<file path="src/hw/rtl/riscv_instruction_decoder_top_assert.svh">
// ============================================================================
// RISC-V decoder assertion macros
// Shared concurrent assertion forms, clocked on clk, quiet while in reset.
// ============================================================================
`ifndef RISCV_INSTRUCTION_DECODER_TOP_ASSERT_SVH
`define RISCV_INSTRUCTION_DECODER_TOP_ASSERT_SVH

// Antecedent holds now, consequent holds in the same cycle.
`define RVID_ASSERT_SAME(lbl, ante, cons, msg) \
    lbl: assert property (@(posedge clk) disable iff (!rst_n) (ante) |-> (cons)) \
        else $error(msg);

// Antecedent holds now, consequent holds after the delay given in dly.
`define RVID_ASSERT_LATER(lbl, ante, dly, cons, msg) \
    lbl: assert property (@(posedge clk) disable iff (!rst_n) (ante) |-> ##dly (cons)) \
        else $error(msg);

`endif

</file>
<file path="src/hw/rtl/rvid_pkg.sv">
// ============================================================================
// rvid_pkg
// Codes, opcodes and field helpers for the RV64IM instruction decoder.
// ============================================================================
package rvid_pkg;

    localparam int LATENCY = 3;

    typedef enum logic [3:0] {
        KIND_NOP        = 4'd0,
        KIND_ERROR      = 4'd1,
        KIND_ALU_REG    = 4'd2,
        KIND_ALU_IMM    = 4'd3,
        KIND_LOAD       = 4'd4,
        KIND_STORE      = 4'd5,
        KIND_BRANCH     = 4'd6,
        KIND_LOAD_CONST = 4'd7,
        KIND_JUMP       = 4'd8,
        KIND_CALL       = 4'd9,
        KIND_JUMP_REG   = 4'd10,
        KIND_SYSCALL    = 4'd11
    } kind_t;

    typedef enum logic [3:0] {
        ALU_ADD  = 4'd0,
        ALU_SUB  = 4'd1,
        ALU_SHL  = 4'd2,
        ALU_SHR  = 4'd3,
        ALU_SAR  = 4'd4,
        ALU_SLT  = 4'd5,
        ALU_SLTU = 4'd6,
        ALU_XOR  = 4'd7,
        ALU_OR   = 4'd8,
        ALU_AND  = 4'd9,
        ALU_MUL  = 4'd10,
        ALU_DIV  = 4'd11,
        ALU_DIVU = 4'd12,
        ALU_MOD  = 4'd13,
        ALU_NONE = 4'd14
    } alu_op_t;

    typedef enum logic [2:0] {
        COND_EQ  = 3'd0,
        COND_NE  = 3'd1,
        COND_LT  = 3'd2,
        COND_GE  = 3'd3,
        COND_LTU = 3'd4,
        COND_GEU = 3'd5
    } cond_t;

    localparam logic [6:0] OPC_OP        = 7'h33;
    localparam logic [6:0] OPC_OP_32     = 7'h3B;
    localparam logic [6:0] OPC_OP_IMM    = 7'h13;
    localparam logic [6:0] OPC_OP_IMM_32 = 7'h1B;
    localparam logic [6:0] OPC_LOAD      = 7'h03;
    localparam logic [6:0] OPC_STORE     = 7'h23;
    localparam logic [6:0] OPC_BRANCH    = 7'h63;
    localparam logic [6:0] OPC_LUI       = 7'h37;
    localparam logic [6:0] OPC_AUIPC     = 7'h17;
    localparam logic [6:0] OPC_JAL       = 7'h6F;
    localparam logic [6:0] OPC_JALR      = 7'h67;
    localparam logic [6:0] OPC_SYSTEM    = 7'h73;

    localparam logic [6:0] F7_BASE = 7'h00;
    localparam logic [6:0] F7_MEXT = 7'h01;
    localparam logic [6:0] F7_ALT  = 7'h20;

    localparam logic [4:0] REG_SYSCALL_NUM = 5'd17;

    function automatic alu_op_t reg_op(input logic [2:0] f3);
        alu_op_t r;
        case (f3)
            3'd0:    r = ALU_ADD;
            3'd1:    r = ALU_SHL;
            3'd2:    r = ALU_SLT;
            3'd3:    r = ALU_SLTU;
            3'd4:    r = ALU_XOR;
            3'd5:    r = ALU_SHR;
            3'd6:    r = ALU_OR;
            default: r = ALU_AND;
        endcase
        return r;
    endfunction

    function automatic alu_op_t m_op(input logic [2:0] f3);
        alu_op_t r;
        case (f3)
            3'd0:    r = ALU_MUL;
            3'd4:    r = ALU_DIV;
            3'd5:    r = ALU_DIVU;
            3'd6:    r = ALU_MOD;
            default: r = ALU_NONE;
        endcase
        return r;
    endfunction

    function automatic cond_t br_cond(input logic [2:0] f3);
        cond_t r;
        case (f3)
            3'd1:    r = COND_NE;
            3'd4:    r = COND_LT;
            3'd5:    r = COND_GE;
            3'd6:    r = COND_LTU;
            3'd7:    r = COND_GEU;
            default: r = COND_EQ;
        endcase
        return r;
    endfunction

    function automatic logic [31:0] imm_i(input logic [31:0] x);
        return {{20{x[31]}}, x[31:20]};
    endfunction

    function automatic logic [31:0] imm_s(input logic [31:0] x);
        return {{20{x[31]}}, x[31:25], x[11:7]};
    endfunction

    function automatic logic [31:0] imm_b(input logic [31:0] x);
        return {{20{x[31]}}, x[7], x[30:25], x[11:8], 1'b0};
    endfunction

    function automatic logic [31:0] imm_u(input logic [31:0] x);
        return {x[31:12], 12'h000};
    endfunction

    function automatic logic [31:0] imm_j(input logic [31:0] x);
        return {{12{x[31]}}, x[19:12], x[20], x[30:21], 1'b0};
    endfunction

endpackage

</file>
<file path="src/hw/rtl/riscv_instruction_decoder_top.sv">
// ============================================================================
// riscv_instruction_decoder_top
// Three-stage RV64IM decoder: capture, field decode, constant add and output.
// ============================================================================
// done is high once a request has passed the capture, decode and output registers.
// Throughput: one request per cycle; busy is never raised.
// Stage 3 holds the 64-bit add that forms the LUI, AUIPC and link constants.
// Reset clears the stage valid bits only; payload registers are not reset.
module riscv_instruction_decoder_top
    import rvid_pkg::*;
(
    input  logic        clk,
    input  logic        rst_n,
    input  logic        start,
    output logic        busy,
    input  logic [31:0] instruction,
    input  logic [63:0] pc,
    input  logic [2:0]  bytes_available,
    output logic        done,
    output logic [3:0]  kind,
    output logic [3:0]  alu_op,
    output logic [2:0]  branch_cond,
    output logic [4:0]  src_a,
    output logic [4:0]  src_b,
    output logic [4:0]  dest,
    output logic        dest_write,
    output logic signed [31:0] immediate,
    output logic [63:0] const_value,
    output logic [1:0]  mem_size,
    output logic        mem_signed
);

    `include "riscv_instruction_decoder_top_assert.svh"

    // ---------------- stage 1: capture ----------------
    logic        s1_valid_reg;
    logic [31:0] s1_insn_reg;
    logic [63:0] s1_pc_reg;
    logic        s1_avail_reg;

    // ---------------- stage 2: decoded fields ----------------
    logic        s2_valid_reg;
    kind_t       s2_kind_reg,   s2_kind_next;
    alu_op_t     s2_alu_reg,    s2_alu_next;
    cond_t       s2_cond_reg,   s2_cond_next;
    logic [4:0]  s2_sa_reg,     s2_sa_next;
    logic [4:0]  s2_sb_reg,     s2_sb_next;
    logic [4:0]  s2_dst_reg,    s2_dst_next;
    logic        s2_wr_reg,     s2_wr_next;
    logic [31:0] s2_imm_reg,    s2_imm_next;
    logic [1:0]  s2_msize_reg,  s2_msize_next;
    logic        s2_msig_reg,   s2_msig_next;
    logic [63:0] s2_cbase_reg,  s2_cbase_next;
    logic [63:0] s2_cadd_reg,   s2_cadd_next;

    // ---------------- stage 3: outputs ----------------
    logic        s3_valid_reg;
    kind_t       s3_kind_reg;
    alu_op_t     s3_alu_reg;
    cond_t       s3_cond_reg;
    logic [4:0]  s3_sa_reg;
    logic [4:0]  s3_sb_reg;
    logic [4:0]  s3_dst_reg;
    logic        s3_wr_reg;
    logic [31:0] s3_imm_reg;
    logic [63:0] s3_cval_reg,   s3_cval_next;
    logic [1:0]  s3_msize_reg;
    logic        s3_msig_reg;

    logic        accept;
    logic [6:0]  opc;
    logic [2:0]  f3;
    logic [6:0]  f7;
    logic [4:0]  rd;
    logic [4:0]  rs1;
    logic [4:0]  rs2;
    logic        writes;

    assign busy   = 1'b0;
    assign accept = start && !busy;

    always_ff @(posedge clk or negedge rst_n)
    begin
        if (!rst_n)
        begin
            s1_valid_reg <= 1'b0;
            s2_valid_reg <= 1'b0;
            s3_valid_reg <= 1'b0;
        end
        else
        begin
            s1_valid_reg <= accept;
            s2_valid_reg <= s1_valid_reg;
            s3_valid_reg <= s2_valid_reg;
        end
    end

    always_ff @(posedge clk)
    begin
        if (accept)
        begin
            s1_insn_reg  <= instruction;
            s1_pc_reg    <= pc;
            s1_avail_reg <= bytes_available[2];   // 4 or more bytes
        end
    end

    assign opc = s1_insn_reg[6:0];
    assign f3  = s1_insn_reg[14:12];
    assign f7  = s1_insn_reg[31:25];
    assign rd  = s1_insn_reg[11:7];
    assign rs1 = s1_insn_reg[19:15];
    assign rs2 = s1_insn_reg[24:20];

    always_comb
    begin
        s2_kind_next  = KIND_NOP;
        s2_alu_next   = ALU_NONE;
        s2_cond_next  = COND_EQ;
        s2_sa_next    = '0;
        s2_sb_next    = '0;
        s2_imm_next   = '0;
        s2_msize_next = '0;
        s2_msig_next  = 1'b0;
        s2_cbase_next = '0;
        s2_cadd_next  = '0;
        writes        = 1'b0;

        if (!s1_avail_reg)
        begin
            s2_kind_next = KIND_ERROR;
        end
        else if (opc inside {OPC_OP, OPC_OP_32})
        begin
            s2_kind_next = KIND_ALU_REG;
            s2_sa_next   = rs1;
            s2_sb_next   = rs2;
            writes       = 1'b1;
            if (f7 == F7_MEXT)
            begin
                s2_alu_next = m_op(f3);
            end
            else if (f7 == F7_ALT && f3 == 3'd0)
            begin
                s2_alu_next = ALU_SUB;
            end
            else if (f7 == F7_ALT && f3 == 3'd5)
            begin
                s2_alu_next = ALU_SAR;
            end
            else
            begin
                s2_alu_next = reg_op(f3);
            end
        end
        else if (opc inside {OPC_OP_IMM, OPC_OP_IMM_32})
        begin
            s2_kind_next = KIND_ALU_IMM;
            s2_sa_next   = rs1;
            writes       = 1'b1;
            s2_alu_next  = reg_op(f3);
            if (f3 == 3'd1 || f3 == 3'd5)
            begin
                s2_imm_next = {26'd0, s1_insn_reg[25:20]};
            end
            else
            begin
                s2_imm_next = imm_i(s1_insn_reg);
            end
            if (f3 == 3'd5 && s1_insn_reg[30])
            begin
                s2_alu_next = ALU_SAR;
            end
        end
        else if (opc == OPC_LOAD)
        begin
            s2_kind_next  = KIND_LOAD;
            s2_sa_next    = rs1;
            writes        = 1'b1;
            s2_imm_next   = imm_i(s1_insn_reg);
            s2_msize_next = f3[1:0];
            s2_msig_next  = (f3 < 3'd3);
        end
        else if (opc == OPC_STORE)
        begin
            s2_kind_next  = KIND_STORE;
            s2_sa_next    = rs1;
            s2_sb_next    = rs2;
            s2_imm_next   = imm_s(s1_insn_reg);
            s2_msize_next = f3[2] ? 2'd3 : f3[1:0];
        end
        else if (opc == OPC_BRANCH)
        begin
            // funct3 2 and 3 are reserved: stays a nop
            if (f3 != 3'd2 && f3 != 3'd3)
            begin
                s2_kind_next = KIND_BRANCH;
                s2_sa_next   = rs1;
                s2_sb_next   = rs2;
                s2_cond_next = br_cond(f3);
                s2_imm_next  = imm_b(s1_insn_reg);
            end
        end
        else if (opc == OPC_LUI)
        begin
            s2_kind_next = KIND_LOAD_CONST;
            writes       = 1'b1;
            s2_imm_next  = imm_u(s1_insn_reg);
            s2_cadd_next = {{32{s1_insn_reg[31]}}, imm_u(s1_insn_reg)};
        end
        else if (opc == OPC_AUIPC)
        begin
            s2_kind_next  = KIND_LOAD_CONST;
            writes        = 1'b1;
            s2_imm_next   = imm_u(s1_insn_reg);
            s2_cbase_next = s1_pc_reg;
            s2_cadd_next  = {{32{s1_insn_reg[31]}}, imm_u(s1_insn_reg)};
        end
        else if (opc == OPC_JAL)
        begin
            s2_kind_next  = (rd == 5'd0) ? KIND_JUMP : KIND_CALL;
            writes        = 1'b1;
            s2_imm_next   = imm_j(s1_insn_reg);
            s2_cbase_next = s1_pc_reg;
            s2_cadd_next  = 64'd4;
        end
        else if (opc == OPC_JALR)
        begin
            s2_kind_next  = KIND_JUMP_REG;
            s2_sa_next    = rs1;
            writes        = 1'b1;
            s2_imm_next   = imm_i(s1_insn_reg);
            s2_cbase_next = s1_pc_reg;
            s2_cadd_next  = 64'd4;
        end
        else if (opc == OPC_SYSTEM)
        begin
            // ECALL, and any SYSTEM word with bits 31:20 zero; EBREAK and the rest fall to nop
            if (s1_insn_reg[31:20] == 12'd0)
            begin
                s2_kind_next = KIND_SYSCALL;
                s2_sa_next   = REG_SYSCALL_NUM;
            end
        end

        s2_dst_next = writes ? rd : 5'd0;
        s2_wr_next  = writes && (rd != 5'd0);
    end

    always_ff @(posedge clk)
    begin
        if (s1_valid_reg)
        begin
            s2_kind_reg  <= s2_kind_next;
            s2_alu_reg   <= s2_alu_next;
            s2_cond_reg  <= s2_cond_next;
            s2_sa_reg    <= s2_sa_next;
            s2_sb_reg    <= s2_sb_next;
            s2_dst_reg   <= s2_dst_next;
            s2_wr_reg    <= s2_wr_next;
            s2_imm_reg   <= s2_imm_next;
            s2_msize_reg <= s2_msize_next;
            s2_msig_reg  <= s2_msig_next;
            s2_cbase_reg <= s2_cbase_next;
            s2_cadd_reg  <= s2_cadd_next;
        end
    end

    assign s3_cval_next = s2_cbase_reg + s2_cadd_reg;

    always_ff @(posedge clk)
    begin
        if (s2_valid_reg)
        begin
            s3_kind_reg  <= s2_kind_reg;
            s3_alu_reg   <= s2_alu_reg;
            s3_cond_reg  <= s2_cond_reg;
            s3_sa_reg    <= s2_sa_reg;
            s3_sb_reg    <= s2_sb_reg;
            s3_dst_reg   <= s2_dst_reg;
            s3_wr_reg    <= s2_wr_reg;
            s3_imm_reg   <= s2_imm_reg;
            s3_cval_reg  <= s3_cval_next;
            s3_msize_reg <= s2_msize_reg;
            s3_msig_reg  <= s2_msig_reg;
        end
    end

    assign done        = s3_valid_reg;
    assign kind        = s3_kind_reg;
    assign alu_op      = s3_alu_reg;
    assign branch_cond = s3_cond_reg;
    assign src_a       = s3_sa_reg;
    assign src_b       = s3_sb_reg;
    assign dest        = s3_dst_reg;
    assign dest_write  = s3_wr_reg;
    assign immediate   = s3_imm_reg;
    assign const_value = s3_cval_reg;
    assign mem_size    = s3_msize_reg;
    assign mem_signed  = s3_msig_reg;

    `RVID_ASSERT_LATER(a_req_to_done, accept, 3, done, "request did not complete in 3 cycles")
    `RVID_ASSERT_SAME(a_dest_nonzero, done && dest_write, dest != 5'd0, "dest_write with dest zero")
    `RVID_ASSERT_SAME(a_alu_none, done && kind != KIND_ALU_REG && kind != KIND_ALU_IMM, alu_op == ALU_NONE, "alu_op set on non-ALU kind")

endmodule
</file>
<file path="config.mk">
export PLATFORM = sky130hd
export DESIGN_NAME = riscv_instruction_decoder_top
export DESIGN_NICKNAME = d
export VERILOG_FILES = /design/src/hw/rtl/rvid_pkg.sv /design/src/hw/rtl/riscv_instruction_decoder_top.sv
export VERILOG_INCLUDE_DIRS = /design/src /design/src/hw/rtl
export SDC_FILE = /design/constraint.sdc
export NUM_CORES = 1
export LEC_CHECK = 0
export BUFFER_PORTS_ARGS = -buffer_cell sky130_fd_sc_hd__buf_2
export CORE_MARGIN = 2
export CORE_UTILIZATION = 35
export DETAILED_ROUTE_END_ITERATION = 16
export HOLD_SLACK_MARGIN = 0.08
export PLACE_DENSITY = 0.67
export REMOVE_ABC_BUFFERS = 1
export SLEW_MARGIN = 20
export SYNTH_ARGS = -nofsm -noshare
export SYNTH_HDL_FRONTEND = slang
export SYNTH_SLANG_ARGS = --single-unit
export TNS_END_PERCENT = 20
</file>
<file path="constraint.sdc">
create_clock -name clk -period 4.1 [get_ports clk]
set_clock_uncertainty 0.05 [all_clocks]
set_input_delay 0 -clock clk [delete_from_list [all_inputs] [get_ports clk]]
set_output_delay 0 -clock clk [all_outputs]
set_load 0.005 [all_outputs]
</file>
* Word-level counts from Yosys, hierarchy flattened
Index checks and enable logic that the tools add are counted.
** Word-level totals
- Register bits :: 416
- Bits of input ports :: 102
- Output and inout port bits :: 128
** Operators by class
- Add/sub/neg operators :: 1
- $lt $le $gt $ge :: 1
- Eq/ne operators :: 23
- Multiplexer cells :: 70
- Bitwise logic cells :: 4
- Reductions and logical operators :: 21
** Operator list (number)
- two-way mux 32 bit :: 10
- two-way mux 64 bit :: 5
- two-way mux 5 bit :: 18
- adder 64 bit :: 1
- two-way mux 4 bit :: 13
- equality test 7 x 6 -> 1 bit, second input constant :: 5
- equality test 7 bit, second input constant :: 4
- one-hot mux 4 bit (7 select lines) :: 1
- equality test 7 x 5 -> 1 bit, second input constant :: 3
- two-way mux 3 bit :: 5
- one-hot mux 3 bit (5 select lines) :: 1
- OR reduction 7 bit :: 2
- equality test 3 bit, second input constant :: 4
- logical NOT 12 bit :: 1
- one-hot mux 3 bit (4 select lines) :: 1
- two-way mux 1 bit :: 11
- two-way mux 2 bit :: 5
- OR reduction 9 bit :: 1
- OR reduction 8 bit :: 1
- equality test 7 x 1 -> 1 bit, second input constant :: 1
- equality test 7 x 2 -> 1 bit, second input constant :: 1
- equality test 3 x 2 -> 1 bit, second input constant :: 2
- inequality test 3 x 2 -> 1 bit, second input constant :: 2
- OR reduction 6 bit :: 1
- other kinds (13) :: 21

* Logic depth before layout (Yosys ltp)
- Depth in word-level cells :: 12
- Mapped depth :: 11
- Gate-level depth less buffers :: 11

* Worst setup path after synthesis
OpenSTA, ideal clock, no wires.
- Kind :: register to register
- Start :: register s1_valid_reg
- End :: register s2_alu_reg[0] (enable)
- Setup time :: 0.507 ns
- Arrival :: 3.283 ns
- Required time :: 3.543 ns
- Setup slack :: 0.260 ns
- Cell stages (with the launch flop) :: 1
- Path buffers :: 0
- Clock period less this slack :: 3.840 ns
- Cell sequence :: dfrtp_1
** RTL lines
- start: declaration :: line riscv_instruction_decoder_top.sv:36 : logic s1_valid_reg;
- start signal: assignment :: line riscv_instruction_decoder_top.sv:92 : s1_valid_reg <= accept;
- end signal: assignment :: line riscv_instruction_decoder_top.sv:255 : s2_alu_reg <= s2_alu_next;
- end: declaration :: line riscv_instruction_decoder_top.sv:44 : alu_op_t s2_alu_reg, s2_alu_next;
No word-level cell between the ends.

* Worst setup path in the final report
- Start :: register s2_cbase_reg[21]
- End :: register s3_cval_reg[62] (netlist: const_value[62]), data pin
** Between the ends
- Word-level cells in the longest chain between the ends :: 1
** Ends and longest elaborated chain
- start: declaration :: line riscv_instruction_decoder_top.sv:53 : logic [63:0] s2_cbase_reg, s2_cbase_next;
- start signal: assignment :: line riscv_instruction_decoder_top.sv:264 : s2_cbase_reg <= s2_cbase_next;
- adder 64 bit :: line riscv_instruction_decoder_top.sv:269 : assign s3_cval_next = s2_cbase_reg + s2_cadd_reg;
- via s3_cval_next[62] :: line riscv_instruction_decoder_top.sv:66 : logic [63:0] s3_cval_reg, s3_cval_next;
- end signal: assignment :: line riscv_instruction_decoder_top.sv:283 : s3_cval_reg <= s3_cval_next;
- end: declaration :: line riscv_instruction_decoder_top.sv:66
The timed path passes the listed nets, and every way through them passes these cells.
A chain may end at the register's enable or synchronous reset.

==> key figures <==
Die
  – Die span in y: 219 um
  – Rows: 78
  – Core box area: approximately 45000 um^2
  – Die area: about 48000 um^2
  – Initial Util: 35.6%
  – Die X: 219 um
  – IO Pins: between 200 and 250

Min path
  – HP Start: pc[23]
  – Hold-critical path depth: 2
  – Hold Crit Class: input port to register
  – Worst hold endpoint: s1_pc_reg[23]

Final layout
  – Fin cells: 2213
  – Syn-to-layout area delta: 31.0%
  – Layout cells sized above 1: between 10% and 20%
  – Commonest non-fill, non-tap cell in the layout: edfxtp_1
  – Most frequent cells in the layout: edfxtp_1 (370), buf_2 (225), dlygate4sd3_1 (175)
  – Layout net count: 1732
  – # fillers: 4050
  – Utilization after layout: 46.6%

Setup path
  – Reg2reg end: const_value[62]
  – Arrival time of the worst setup path: ~3.7 ns
  – CP Capture Type: register
  – Type of origin of the critical path: register
  – Setup CP Type: register to register
  – Reg2Reg Setup Slack: 0.62 ns
  – CP Cell Sequence: ha_1 -> a21o_1 -> a2111oi_1 -> o211ai_2 -> a32oi_2 -> o2111a_2 -> o41ai_4 -> a31o_2 -> a311oi_2 -> xnor2_1
  – R2R depth: 10
  – Data required time of the worst path: 4.35 ns
  – Slowest stage cell, crit path: a2111oi_1
  – Crit-path max cell delay: 0.49 ns
  – R2R Path Start: s2_cbase_reg[21]
  – CP max FO: 6

GRT
  – Vias in the first global route: 11.5k
  – First-pass GRT wire length: 63.6 mm
  – GRT overflow: 0
  – Initial antenna violation count: 4
  – Pin count of the biggest net entering global routing: 97
  – GR Util All Layers: between 15 and 20%

Synth
  – Post-synth ARST share: 0.804%
  – Xor-xnor portion of the synthesized cell area: ~3.2%
  – #FFs+latches synth: 373
  – Register area share after synthesis: 69.1%
  – Simple-gate portion of the synthesized area: 11.5%
  – Synth Instances: 1165
  – Adder and majority gate portion of the synthesized area: 4.10%
  – Main combinational cell family by area after synthesis: simple AND/OR/NAND/NOR gates
  – Mux cell area share after synthesis: less than 1%
  – Number of synthesized flops with an enable pin: between 300 and 400
  – Mapped Area: roughly 16000 um^2
  – Top FF cell, synth: edfxtp_1
  – Unique masters post-synth: 67
  – Yosys Warn Count: 0
  – Synthesized area per cell: 13.9 um^2
  – Compound-Gate Fraction of Synth Area: 10.4%

Placement
  – DP HPWL: 26.2 mm
  – Pre-CTS WS: 0.669 ns
  – GP Congestion: 0.881
  – Placed cells: ~2.0k
  – IO buf count: 226

STA
  – # setup viols final: 0
  – Max Slew Vio Count: 0
  – Setup TNS: 0 ns
  – Endpoints failing hold: 0
  – Period utilization: between 80 and 90%
  – Final worst slack: 0.622 ns
  – Fmax: 287 MHz
  – RSZ-0062 raised after global routing: no
  – Slew headroom: 33.0%
  – Worst-Margin Slew: 1.01 ns
  – Final Critical Period: 3.48 ns

Drt
  – Via Count: roughly 11k
  – Routed Antenna Nets: 0
  – DR DRC count: 0
  – First-pass iteration count of the detailed router: 6
  – Routed WL: 41.4 mm
  – Initial DRC count: 776
  – Routed vias/inst: 5.00
  – DR WL/cell: 18.7 um

Clock network
  – Post-CTS setup buffer count: 0
  – Worst skew pair latency: 0.59 ns
  – H-tree depth: 2
  – Max clock buf depth: 3
  – CTS tree: built
  – Num Clock Sinks: roughly 370
  – Clock slew at reported path FFs: around 0.06 ns
  – CTS buffer count: 42
  – CTS root buffer: clkbuf_16

Pwr
  – Power consumption: 9.45 mW
  – Leak: 8.08 nW
  – PD cells: 446 nW/um^2
  – VDD IR max: 384 uV

Flow run
  – MaxCap Viol Count: 0

Status
  – Status: finished clean
[what timing repair did]
item                      in CTS  in global routing
hold buffers                 174                  1
hold endpoints to repair     100                 70
resized for setup              0                  0
[critical path, delay by kind of cell (launching register included)]
kind | cells | cell delay [ns]
XOR/XNOR | 1 | 0.09
adder cells (fa/ha/maj) | 1 | 0.38
flip-flops | 1 | 0.36
AO/OA/AOI/OAI | 8 | 2.32
[worst max path at each step]
stage | startpoint | to | slack (ns) | depth (start not counted)
floorplan | s1_insn_reg[6] | s2_cbase_reg[0] | 0.20 | 4
global placement | s2_cbase_reg[21] | const_value[62] | 0.68 | 10
detailed placement | s2_cbase_reg[21] | const_value[62] | 0.67 | 10
CTS | s2_cbase_reg[21] | const_value[62] | 0.62 | 10
global route | s2_cbase_reg[2] | const_value[48] | 0.39 | 11
finish | s2_cbase_reg[21] | const_value[62] | 0.62 | 10
[cells in the mapped netlist, drive strengths merged (4+ instances only)]
master,number,area [um^2]
nor2,53,199
edfxtp,370,11100
nor2b,9,56.3
a21o,28,210
o21ai,40,200
nand3,26,130
nand2b,8,50.1
a211oi,7,52.6
a21oi,96,480
nand2,83,312
a2111oi,7,62.6
xor2,25,219
and3,16,100
or3,6,37.5
nor3,17,85.1
clkbuf,43,161
a31o,4,35.0
ha,53,663
a221oi,4,35.0
xnor2,34,298
o21bai,15,113
buf,4,28.8
a22oi,4,30.0
o211ai,5,42.5
inv,20,75.1
o21a,4,30.0
a31oi,10,62.6
nand4,18,119
and2,101,632
and4,5,43.8
[stage by stage]
step           instance area, um^2  hold slack (ns)
3_5_place_dp                 18000           -0.253
2_1_floorplan                16000           -0.346
6_report                     21200            0.100
4_1_cts                      21200           0.0804
5_1_grt                      21200           0.0862
3_3_place_gp                 18000           -0.255
[area by class of cell]
class	instances	area, um^2	share of cell area [%]
Clock inverter	19	221	1.04
Multi-Input combinational cell	725	4750	22.4
Antenna cell	3	7.51	0.0354
Tap cell	600	751	3.54
Clock buffer	58	1160	5.48
Inverter	20	75.1	0.354
Timing Repair Buffer	415	3040	14.3
Sequential cell	373	11200	52.8
[kinds of logic (layout without fill, tap and decap cells)]
group	Yosys count	after routing
DFF	373	373
adders and majority gates	53	53
muxes	1	1
xor gates and xnor gates	59	59
buffers and inverters	67	512
AOI/OAI and AO/OA	257	257
other	1	4
and+or+nand+nor	354	354
[report_power, final]
group          total (mW)  internal [mW]  switching, mW  leakage, nW
sequential           4.65           4.51          0.142         3.61
combinational        1.05          0.475          0.572         3.80
clock                3.75           2.19           1.56        0.665
total                9.45           7.17           2.27         8.08
[routing by layer]
metal | track usage, % | wire length, um | up-vias | part of all wire, %
met4 | 6.17 | 1120 | 2 | 2.7
met3 | 3.53 | 2580 | 71 | 6.2
met1 | 21.4 | 16900 | 5360 | 41
met2 | 29.9 | 20700 | 383 | 50
met5 | 0 | 13 | - | 0.031
li1 | - | - | 5248 | -
Note: power is estimated with default switching activity, not from simulation.
